===== config.mk =====
export PLATFORM = sky130hd
export DESIGN_NAME = dgd_front
export DESIGN_NICKNAME = d
export VERILOG_FILES = /design/src/hdl/assert_macros.svh /design/src/hdl/dgd_pkg.sv /design/src/hdl/dgd_front.sv
export SDC_FILE = /design/constraint.sdc
export NUM_CORES = 1
export LEC_CHECK = 0
export BUFFER_PORTS_ARGS = -buffer_cell sky130_fd_sc_hd__buf_2
export CAP_MARGIN = 20
export CORE_UTILIZATION = 45
export DETAILED_ROUTE_END_ITERATION = 10
export PLACE_DENSITY = 0.66
export SYNTH_ARGS = -nofsm -noshare
export SYNTH_HDL_FRONTEND = slang
export SYNTH_SLANG_ARGS = --single-unit

===== constraint.sdc =====
create_clock -name clk_i -period 3.5 [get_ports clk_i]
set_input_delay 0.175 -clock clk_i [delete_from_list [all_inputs] [get_ports clk_i]]
set_output_delay 0.175 -clock clk_i [all_outputs]
set_load 0.1 [all_outputs]

===== src/hdl/assert_macros.svh =====
// assertion macros for the divergence unit
`ifndef ASSERT_MACROS_SVH
`define ASSERT_MACROS_SVH
`ifndef SYNTH
`define DGD_ASSERT(lbl, prop) \
  lbl: assert property (@(posedge clk_i) disable iff (!rst_ni) prop) \
    else $error("dgd assertion failed");
`define DGD_ASSERT_NEXT(lbl, pre, post) \
  lbl: assert property (@(posedge clk_i) disable iff (!rst_ni) (pre) |=> (post)) \
    else $error("dgd assertion failed");
`else
`define DGD_ASSERT(lbl, prop)
`define DGD_ASSERT_NEXT(lbl, pre, post)
`endif
`endif


===== src/hdl/dgd_pkg.sv =====
`timescale 1ns / 1ps
package dgd_pkg;

  localparam int MAX_NODES = 4;
  localparam int MAX_VARS  = 4;
  localparam int FRAC_BITS = 24;

  localparam int NN      = MAX_NODES * MAX_NODES;
  localparam int VN      = MAX_VARS * NN;
  localparam int COEF_D  = 2 * MAX_VARS * MAX_VARS * NN;
  localparam int FLUX_D  = 2 * VN;
  localparam int DA_W    = $clog2(NN);
  localparam int NA_W    = $clog2(VN);
  localparam int CA_W    = $clog2(COEF_D);
  localparam int FA_W    = $clog2(FLUX_D);
  localparam int QDEPTH  = 4;
  localparam int QP_W    = $clog2(QDEPTH);

  typedef enum logic [1:0] {
    OP_LD_DERIV  = 2'd0,
    OP_LD_COEF   = 2'd1,
    OP_LD_SAMPLE = 2'd2,
    OP_COMPUTE   = 2'd3
  } op_e;

  typedef enum logic [1:0] {
    REG_DIMENSION = 2'd0,
    REG_NUM_NODES = 2'd1,
    REG_NUM_VARS  = 2'd2
  } reg_e;

  typedef struct packed {
    op_e                op;
    logic               comp;
    logic [1:0]         vin;
    logic [1:0]         vout;
    logic [1:0]         ni;
    logic [1:0]         nj;
    logic signed [31:0] value;
    logic signed [31:0] prior;
  } cmd_t;

  typedef struct packed {
    logic [1:0] dimension;
    logic [2:0] num_nodes;
    logic [2:0] num_vars;
  } cfg_t;

  function automatic logic [DA_W-1:0] deriv_addr(logic [1:0] r, logic [1:0] c);
    int a;
    a = int'(r) * MAX_NODES + int'(c);
    return DA_W'(a);
  endfunction

  function automatic logic [NA_W-1:0] node_addr(logic [1:0] v, logic [1:0] i,
                                                 logic [1:0] j);
    int a;
    a = int'(v) * NN + int'(i) * MAX_NODES + int'(j);
    return NA_W'(a);
  endfunction

  function automatic logic [FA_W-1:0] flux_addr(logic s, logic [1:0] v,
                                                 logic [1:0] i, logic [1:0] j);
    int a;
    a = int'(s) * VN + int'(v) * NN + int'(i) * MAX_NODES + int'(j);
    return FA_W'(a);
  endfunction

  function automatic logic [CA_W-1:0] coef_addr(logic s, logic [1:0] c, logic [1:0] d,
                                                 logic [1:0] i, logic [1:0] j);
    int a;
    a = ((int'(s) * MAX_VARS + int'(c)) * MAX_VARS + int'(d)) * NN
        + int'(i) * MAX_NODES + int'(j);
    return CA_W'(a);
  endfunction

  function automatic logic signed [31:0] qadd(logic signed [31:0] a, logic signed [31:0] b);
    logic signed [32:0] s;
    s = {a[31], a} + {b[31], b};
    if (s[32] != s[31]) return s[32] ? 32'sh8000_0000 : 32'sh7fff_ffff;
    return s[31:0];
  endfunction

  function automatic logic signed [31:0] qround(logic signed [63:0] p);
    logic signed [64:0] r;
    logic signed [64:0] sh;
    r  = {p[63], p} + (65'sd1 <<< (FRAC_BITS - 1));
    sh = r >>> FRAC_BITS;
    if ((sh[64:31] == '0) || (sh[64:31] == '1)) return sh[31:0];
    return sh[64] ? 32'sh8000_0000 : 32'sh7fff_ffff;
  endfunction

endpackage


===== src/hdl/dgd_front.sv =====
`timescale 1ns / 1ps
module dgd_front (
  input  logic               clk_i,
  input  logic               rst_ni,
  input  logic               in_valid_i,
  output logic               in_ready_o,
  input  logic [1:0]         opcode_i,
  input  logic               component_i,
  input  logic [1:0]         var_in_i,
  input  logic [1:0]         var_out_i,
  input  logic [1:0]         node_i_i,
  input  logic [1:0]         node_j_i,
  input  logic signed [31:0] value_i,
  input  logic signed [31:0] prior_value_i,
  output logic               deq_valid_o,
  input  logic               deq_ready_i,
  output dgd_pkg::cmd_t      deq_cmd_o
);

  dgd_pkg::cmd_t                 queue_q [dgd_pkg::QDEPTH];
  logic [dgd_pkg::QP_W-1:0]      wr_ptr_q, rd_ptr_q;
  logic [dgd_pkg::QP_W:0]        count_q;
  logic                          push, pop;
  dgd_pkg::cmd_t                 cmd;

  assign in_ready_o  = (count_q != (dgd_pkg::QP_W+1)'(dgd_pkg::QDEPTH));
  assign deq_valid_o = (count_q != '0);
  assign push        = in_valid_i && in_ready_o;
  assign pop         = deq_valid_o && deq_ready_i;
  assign deq_cmd_o   = queue_q[rd_ptr_q];

  always_comb begin
    cmd.op    = dgd_pkg::op_e'(opcode_i);
    cmd.comp  = component_i;
    cmd.vin   = var_in_i;
    cmd.vout  = var_out_i;
    cmd.ni    = node_i_i;
    cmd.nj    = node_j_i;
    cmd.value = value_i;
    cmd.prior = prior_value_i;
  end

  always_ff @(posedge clk_i) begin
    if (push) begin
      queue_q[wr_ptr_q] <= cmd;
    end
  end

  always_ff @(posedge clk_i or negedge rst_ni) begin
    if (!rst_ni) begin
      wr_ptr_q <= '0;
      rd_ptr_q <= '0;
      count_q  <= '0;
    end else begin
      if (push) wr_ptr_q <= wr_ptr_q + 1'b1;
      if (pop) rd_ptr_q <= rd_ptr_q + 1'b1;
      if (push && !pop) count_q <= count_q + 1'b1;
      else if (pop && !push) count_q <= count_q - 1'b1;
    end
  end

endmodule


==> results of run 1 <==
==> logic make-up (layout without fill, tap and decap cells) <==
logic type / Yosys count / after routing / synth area share
muxes: 77 / 77 / 0.152
xor gates and xnor gates: 6 / 6 / 0.00467
and+or+nand+nor: 10 / 10 / 0.00456
DFF: 307 / 307 / 0.815
adders and majority gates: 6 / 6 / 0.00733
AOI/OAI and AO/OA: 1 / 1 / 0.00100
buffers and inverters: 20 / 301 / 0.0150
==> final cells by class <==
type,count,area [sq um]
Fill cell,1807,10300
Multi-Input combinational cell,100,1920
Sequential cell,307,9190
Inverter,3,11.3
Clock inverter,16,128
Clock buffer,38,802
Tap cell,324,405
Timing Repair Buffer,244,1700
==> cell usage after synthesis <==
| cell | number | area (sq um) |
|---|---|---|
| ha_1 | 5 | 62.6 |
| inv_1 | 3 | 11.3 |
| fa_1 | 1 | 20.0 |
| buf_2 | 5 | 25.0 |
| xnor2_1 | 4 | 35.0 |
| buf_6 | 1 | 11.3 |
| buf_12 | 4 | 80.1 |
| nor2_1 | 2 | 7.51 |
| and2_1 | 4 | 25.0 |
| or3_1 | 1 | 6.26 |
| nand3_1 | 1 | 5.00 |
| buf_1 | 3 | 11.3 |
| buf_4 | 4 | 30.0 |
| mux2_2 | 2 | 22.5 |
| edfxtp_1 | 300 | 9010 |
| a21boi_2 | 1 | 11.3 |
| mux4_2 | 75 | 1690 |
| nand2_1 | 2 | 7.51 |
| xor2_1 | 2 | 17.5 |
| dfrtp_1 | 7 | 175 |
==> worst register-to-register path, cell delays in order, from the launching register on <==
cell and delay (ns):
dfrtp_1 0.43, nor2_1 0.09, a21boi_2 0.35, and2_4 0.66, buf_12 0.34
==> worst max path at each step <==
stage,startpoint,endpoint,depth (start not counted)
2_1_floorplan,count_q[0]$_DFFE_PN0P_,queue_q[0][0]$_DFFE_PP_,3
3_3_place_gp,rd_ptr_q[0]$_DFFE_PN0P_,deq_cmd_o[45],3
3_5_place_dp,rd_ptr_q[0]$_DFFE_PN0P_,deq_cmd_o[45],3
4_1_cts,rd_ptr_q[0]$_DFFE_PN0P_,deq_cmd_o[45],3
5_1_grt,rd_ptr_q[0]$_DFFE_PN0P_,deq_cmd_o[45],3
6_report,rd_ptr_q[0]$_DFFE_PN0P_,deq_cmd_o[45],3
==> sequential cells by signal, indices dropped and copies added, names as in the netlist <==
| name | cells |
|---|---|
| queue_q | 300 |
| count_q | 3 |
| rd_ptr_q | 2 |
| wr_ptr_q | 2 |
==> stage by stage <==
stage	instances	setup slack, ns	hold slack (ns)
2_1_floorplan	427	0.530	-0.121
3_3_place_gp	900	1.16	0.0110
3_5_place_dp	900	1.14	0.0164
4_1_cts	1032	0.548	0.0849
5_1_grt	1032	0.486	0.0973
6_report	1032	0.653	0.114
==> layer usage <==
metal | vias up | GRT usage
li1 | 2353 | -
met1 | 2765 | 0.206
met2 | 138 | 0.291
met3 | 35 | 0.0294
met4 | 0 | 0.0481
met5 | - | 0
==> flow_summary.yaml, run 1 <==
synth:
  avgSynthCellArea_sq_um: 26.4
  synthDistinctLibCells: 20
  ys_ff_latch: 307
  yosysWarningCount: 0
  syn_area_sq_um: 11300
  ys_seq_area_frac: 0.815
  postSynthCellCount: 427
  synthesis.nets: 512
finish:
  mostFrequentLayoutCells: "edfxtp_1, buf_2, dlygate4sd3_1"
  area_growth_pct: 25.7
  final_nets: 771
  drive_gt1_frac: 0.412
  finish.utilization: 0.579
  final_common_cell: "edfxtp_1"
  diodes: 0
  final_area_sq_um: 14200
placed_design:
  hpwl_um: 12000
  io_buffers: 155
  gp_congestion: 0.690
  placed_area_sq_um: 12400
timing:
  slew_viol_final: 0
  timing.setup.tns_ns: 0
  finalCriticalPeriod_ns: 2.85
  worstMarginPinSlew_ns: 0.681
  slew-limit-headroom: 0.546
  min_period_over_period: 0.813
  grt_setup_unrepaired: "no"
  hold_viol_final: 0
  fin_skew_ns: 0.0212
  finalSetupViolations: 0
  fmax_mhz: 351
routing:
  drtPass1Iterations: 4
  wl_met1_um: 8450
  wl_per_cell_um: 20.0
  drtIter0Drc: 297
  num_vias: 5291
  avgViaCountPerCell: 5.13
  drtAntennaViolNets: 0
  met3WireLength_um: 912
  dr_wl_met2_um: 10700
  drc: 0
  dr.max_layer_used: "met4"
  drt-total-wl_um: 20600
floorplan:
  coreArea_sq_um: 24500
  die_area_sq_um: 25700
  die_w_um: 160
  start_util: 0.460
  pin_count: 156
  die_y_um: 160
  std_cell_rows: 57
worst_setup_path:
  r2r.worst_path.cells: 4
  worstPathBufferInverterCount: 2
  r2r_end: "queue_q[1][31]$_DFFE_PP_"
  path_class: "reg -> out"
  cp.required_ns: 3.32
  slowest_delay_ns: 0.88
  critical_path.endpoint_type: "primary output"
  cp-start-kind: "flop"
  path_delay_family: "flip-flops"
  path_cells: "buf_4 -> mux4_2 -> buf_2"
  regToRegSetupSlack_ns: 1.28
  critPathSlowestCell: "dfrtp_4"
  crit_fanout: 32
  r2r_start: "count_q[0]$_DFFE_PN0P_"
  worstPathArrival_ns: 2.67
cts:
  cts_max_path_buffers: 3
  post_cts_buffers: 0
  root_buffer: "clkbuf_16"
  cts-buffers-inserted: 30
  cts_tree: "built"
  cts.clk_slew.worst_paths_ns: 0.06
  ctsHoldBuffers: 78
  clk_latency_ns: 0.54
  clock_sinks: 307
  post_cts_resized: 0
  cts-htree-levels: 1
global_routing:
  grt_pass1_vias: 5834
  grt_usage: 0.164
  grt_pass1_wl_um: 32300
  antenna_found_initial: 0
  grt_start_max_net_pins: 77
  overflow: 0
min_path:
  worstHoldStart: "in_valid_i"
  holdPathStages: 3
  holdPathEnd: "wr_ptr_q[0]$_DFFE_PN0P_"
  min_path_type: "in -> reg"
outcome:
  outcome: "complete, no violations"
job:
  drv_cap: 0
Power of run 1 is left out: the tool's default activity adds up to more than one toggle a clock period on the data nets, which glitch-free logic cannot reach.
==> inputs of run 2 (changes only) <==
==> constraint.sdc (replaced) <==
create_clock -name clk_i -period 2.7 [get_ports clk_i]
set_input_delay 0.135 -clock clk_i [delete_from_list [all_inputs] [get_ports clk_i]]
set_output_delay 0.135 -clock clk_i [all_outputs]
set_load 0.1 [all_outputs]
==> flow_summary.yaml, run 2 (synthesis results as in run 1) <==
finish:
  final_common_cell: "edfxtp_1"
  nFillCells: 1794
  area_growth_pct: 26.0
  regMostFlops: "queue_q"
  final_area_sq_um: 14200
  reg.largest.list: "queue_q: 300 flops, count_q: 3 flops"
  final_nets: 771
  mostFrequentLayoutCells: "edfxtp_1, buf_2, dlygate4sd3_1"
  largest_reg_flops: 300
  diodes: 0
  drive_gt1_frac: 0.411
global_routing:
  grt_start_max_net_pins: 76
  grt_pass1_wl_um: 31800
  grt_pass1_vias: 5853
  grt_usage: 0.161
  antenna_found_initial: 0
  overflow: 0
cts:
  cts-htree-levels: 1
  cts_tree: "built"
  ctsHoldBuffers: 78
  post_cts_buffers: 0
  cts.clk_slew.worst_paths_ns: 0.06
  clock_sinks: 307
  post_cts_resized: 0
  clk_latency_ns: 0.53
  root_buffer: "clkbuf_16"
  cts-buffers-inserted: 30
  cts_max_path_buffers: 3
timing:
  min_period_over_period: 0.940
  slew_viol_final: 0
  finalCriticalPeriod_ns: 2.54
  worst_hold_slack_ns: 0.0750
  slew-limit-headroom: 0.655
  fmax_mhz: 394
  grt_setup_unrepaired: "no"
  worstMarginPinSlew_ns: 0.521
  worst_slack_ns: 0.162
  timing.setup.tns_ns: 0
  hold_viol_final: 0
  fin_skew_ns: 0.00996
  finalSetupViolations: 0
floorplan:
  coreArea_sq_um: 24500
  die_w_um: 160
  die_y_um: 160
  die_area_sq_um: 25700
  start_util: 0.460
  pin_count: 156
  std_cell_rows: 57
placed_design:
  gp_congestion: 0.706
  post-place-ws_ns: 0.609
  hpwl_um: 11400
  placed_area_sq_um: 12500
  io_buffers: 155
routing:
  avgViaCountPerCell: 5.09
  drtPass1Iterations: 4
  drtIter0Drc: 328
  drc: 0
  drt-total-wl_um: 20100
  wl_per_cell_um: 19.5
  num_vias: 5261
  drtAntennaViolNets: 0
worst_setup_path:
  worstPathBufferInverterCount: 2
  path_delay_family: "flip-flops"
  cp-start-kind: "flop"
  critPathSlowestCell: "dfrtp_4"
  path_cells: "buf_12 -> mux4_2 -> buf_2"
  critical_path.endpoint_type: "primary output"
  path_class: "reg -> out"
  cp.required_ns: 2.57
  crit_fanout: 32
  worstPathArrival_ns: 2.40
  slowest_delay_ns: 0.64
outcome:
  outcome: "complete, no violations"
job:
  drv_cap: 0
min_path:
  min_path_type: "in -> reg"
-- run 2: cell count changes in the layout (fill, tap and decap cells not counted), sizes merged --
cell      before  now
clkinv        13   15
clkinvlp       0    1
inv            4    3
-- run 2: tightest hold or removal path: cells and delay by family --
kind                      cells  cell delay (ns)
xor gates and xnor gates      1             0.14
buffers and inverters         1             0.09
AOI/OAI and AO/OA             1             0.20
-- run 2: cell type report --
type,instances,area [sq um],share of cell area
clock buffers,38,802,0.0565
clock inverters,18,134,0.00943
inverters,3,11.3,0.000794
multi-input cells,100,1920,0.135
flip-flops and latches,307,9190,0.648
well taps,324,405,0.0286
repair buffers,244,1730,0.122
-- run 2: final timing paths --
| check | startpoint | to | slack (ns) | cells after the start |
|---|---|---|---|---|
| worst max-delay path | rd_ptr_q[0]$_DFFE_PN0P_ | deq_cmd_o[26] | 0.16 | 3 |
| worst min-delay path | in_valid_i | wr_ptr_q[0]$_DFFE_PN0P_ | 0.08 | 3 |
| worst max register to register | count_q[1]$_DFFE_PN0P_ | count_q[2]$_DFFE_PN0P_ | 0.57 | 8 |
| worst min register to register | count_q[2]$_DFFE_PN0P_ | count_q[2]$_DFFE_PN0P_ | 0.54 | 1 |
| max in group asynchronous | rst_ni | rd_ptr_q[1]$_DFFE_PN0P_ | 1.89 | 3 |
| min in group asynchronous | rst_ni | count_q[0]$_DFFE_PN0P_ | 0.54 | 3 |
-- run 2: metal layers --
| layer | vias up | global-route usage | routed length (um) |
|---|---|---|---|
| li1 | 2356 | - | - |
| met1 | 2728 | 0.211 | 8500 |
| met2 | 144 | 0.277 | 10300 |
| met3 | 33 | 0.0304 | 1040 |
| met4 | 0 | 0.0433 | 334 |
| met5 | - | 0 | 0 |
-- run 2: metrics by stage --
stage	instances	utilization
final	1034	0.580
after global routing	1034	0.580
after CTS	1034	0.580
after detailed placement	900	0.510
after global placement	900	0.510
after floorplan	427	-
Power of run 2 is left out for the same reason.
==> inputs of run 3 (changes only) <==
--- a/config.mk
+++ b/config.mk
@@ -7,8 +7,10 @@
 export LEC_CHECK = 0
 export BUFFER_PORTS_ARGS = -buffer_cell sky130_fd_sc_hd__buf_2
 export CAP_MARGIN = 20
+export CORE_MARGIN = 1.5
 export CORE_UTILIZATION = 45
 export DETAILED_ROUTE_END_ITERATION = 10
+export GPL_TIMING_DRIVEN = 0
 export PLACE_DENSITY = 0.66
 export SYNTH_ARGS = -nofsm -noshare
 export SYNTH_HDL_FRONTEND = slang
==> flow_summary.yaml, run 3 (synthesis results as in run 1) <==
worst_setup_path:
  crit_fanout: 10
  cp-start-kind: "flop"
  critPathSlowestCell: "buf_1"
  path_class: "reg -> out"
  worstPathArrival_ns: 2.29
  cp.required_ns: 2.57
  path_cells: "buf_1 -> mux4_2 -> buf_2"
  slowest_delay_ns: 0.57
  critical_path.endpoint_type: "primary output"
finish:
  area_growth_pct: 27.1
  final_common_cell: "edfxtp_1"
  regMostFlops: "queue_q"
  final_nets: 782
  reg.largest.list: "queue_q: 300 flops, count_q: 3 flops"
  nFillCells: 1781
  largest_reg_flops: 300
  mostFrequentLayoutCells: "edfxtp_1, buf_2, dlygate4sd3_1"
  drive_gt1_frac: 0.416
  diodes: 0
floorplan:
  pin_count: 156
  coreArea_sq_um: 24500
  die_area_sq_um: 26000
  die_y_um: 161
  die_w_um: 161
  std_cell_rows: 57
  start_util: 0.460
cts:
  clock_sinks: 307
  cts_max_path_buffers: 3
  clk_latency_ns: 0.55
  root_buffer: "clkbuf_16"
  cts-htree-levels: 1
  cts_tree: "built"
  post_cts_resized: 0
  cts.clk_slew.worst_paths_ns: 0.05
  cts-buffers-inserted: 31
routing:
  drt-total-wl_um: 20500
  wl_per_cell_um: 19.6
  drtIter0Drc: 268
  num_vias: 5308
  avgViaCountPerCell: 5.07
  drtAntennaViolNets: 0
  drc: 0
  drtPass1Iterations: 4
placed_design:
  gp_congestion: 0.717
  io_buffers: 155
  hpwl_um: 12100
outcome:
  outcome: "complete, no violations"
timing:
  fin_skew_ns: 0.00854
  finalCriticalPeriod_ns: 2.43
  timing.setup.tns_ns: 0
  slew_viol_final: 0
  fmax_mhz: 412
  worstMarginPinSlew_ns: 0.735
  min_period_over_period: 0.899
  finalSetupViolations: 0
  hold_viol_final: 0
  grt_setup_unrepaired: "no"
  slew-limit-headroom: 0.510
global_routing:
  overflow: 0
  grt_pass1_wl_um: 32200
  grt_start_max_net_pins: 48
  grt_usage: 0.161
  grt_pass1_vias: 5936
  antenna_found_initial: 0
job:
  drv_cap: 0
min_path:
  min_path_type: "in -> reg"
==> run 3: changes by cell type in the layout (fill, tap and decap cells not counted), sizes merged <==
cell,delta
clkinvlp,-1
buf,+10
inv,+1
clkinv,-4
clkbuf,+6
==> run 3: layer usage <==
metal / track usage / routed length, um
met3: 0.0285 / 944
met1: 0.209 / 8560
met5: 0 / 0
met4: 0.0450 / 403
met2: 0.281 / 10600
==> run 3: final timing paths <==
check	end	start	cells after the start	slack (ns)
setup reg to reg	queue_q[2][35]$_DFFE_PP_	count_q[0]$_DFFE_PN0P_	4	0.46
hold / removal	wr_ptr_q[0]$_DFFE_PN0P_	in_valid_i	3	0.07
max in group asynchronous	wr_ptr_q[0]$_DFFE_PN0P_	rst_ni	3	1.88
min in group asynchronous	count_q[2]$_DFFE_PN0P_	rst_ni	3	0.56
setup / recovery	deq_cmd_o[3]	rd_ptr_q[1]$_DFFE_PN0P_	3	0.27
hold reg to reg	count_q[2]$_DFFE_PN0P_	count_q[2]$_DFFE_PN0P_	1	0.55
==> run 3: timing repair <==
item                      in CTS  in global routing
hold buffers                  78                  0
setup buffers                  0                  0
hold endpoints to repair     309                  0
==> run 3: layout make-up <==
class                           instances  area (sq um)  area share
Multi-Input combinational cell        100          1920       0.134
Tap cell                              324           405      0.0283
Clock buffer                           44           855      0.0597
Sequential cell                       307          9180       0.642
Timing Repair Buffer                  237          1660       0.116
Clock inverter                         14           124     0.00865
Buffer                                 17           158      0.0110
Inverter                                3          11.3    0.000787
==> run 3: metrics by stage <==
stage                     setup WS [ns]  std cells  hold WS [ns]  cell area [sq um]  utilization
final                             0.272       1046        0.0683              14300        0.585
after global routing              0.152       1046        0.0638              14300        0.585
after CTS                         0.154       1046        0.0309              14300        0.585
after detailed placement          0.419        910       -0.0173              12600        0.513
after global placement           -0.288        906       -0.0293              12400        0.509
after floorplan                   0.189        427        -0.161              11300            -
==> run 3: critical path: cells and delay by family (launching register included) <==
kind	cells	cell delay, ns
DFF	1	0.41
buffers and inverters	2	1.02
muxes	1	0.32
Power of run 3 is left out for the same reason.
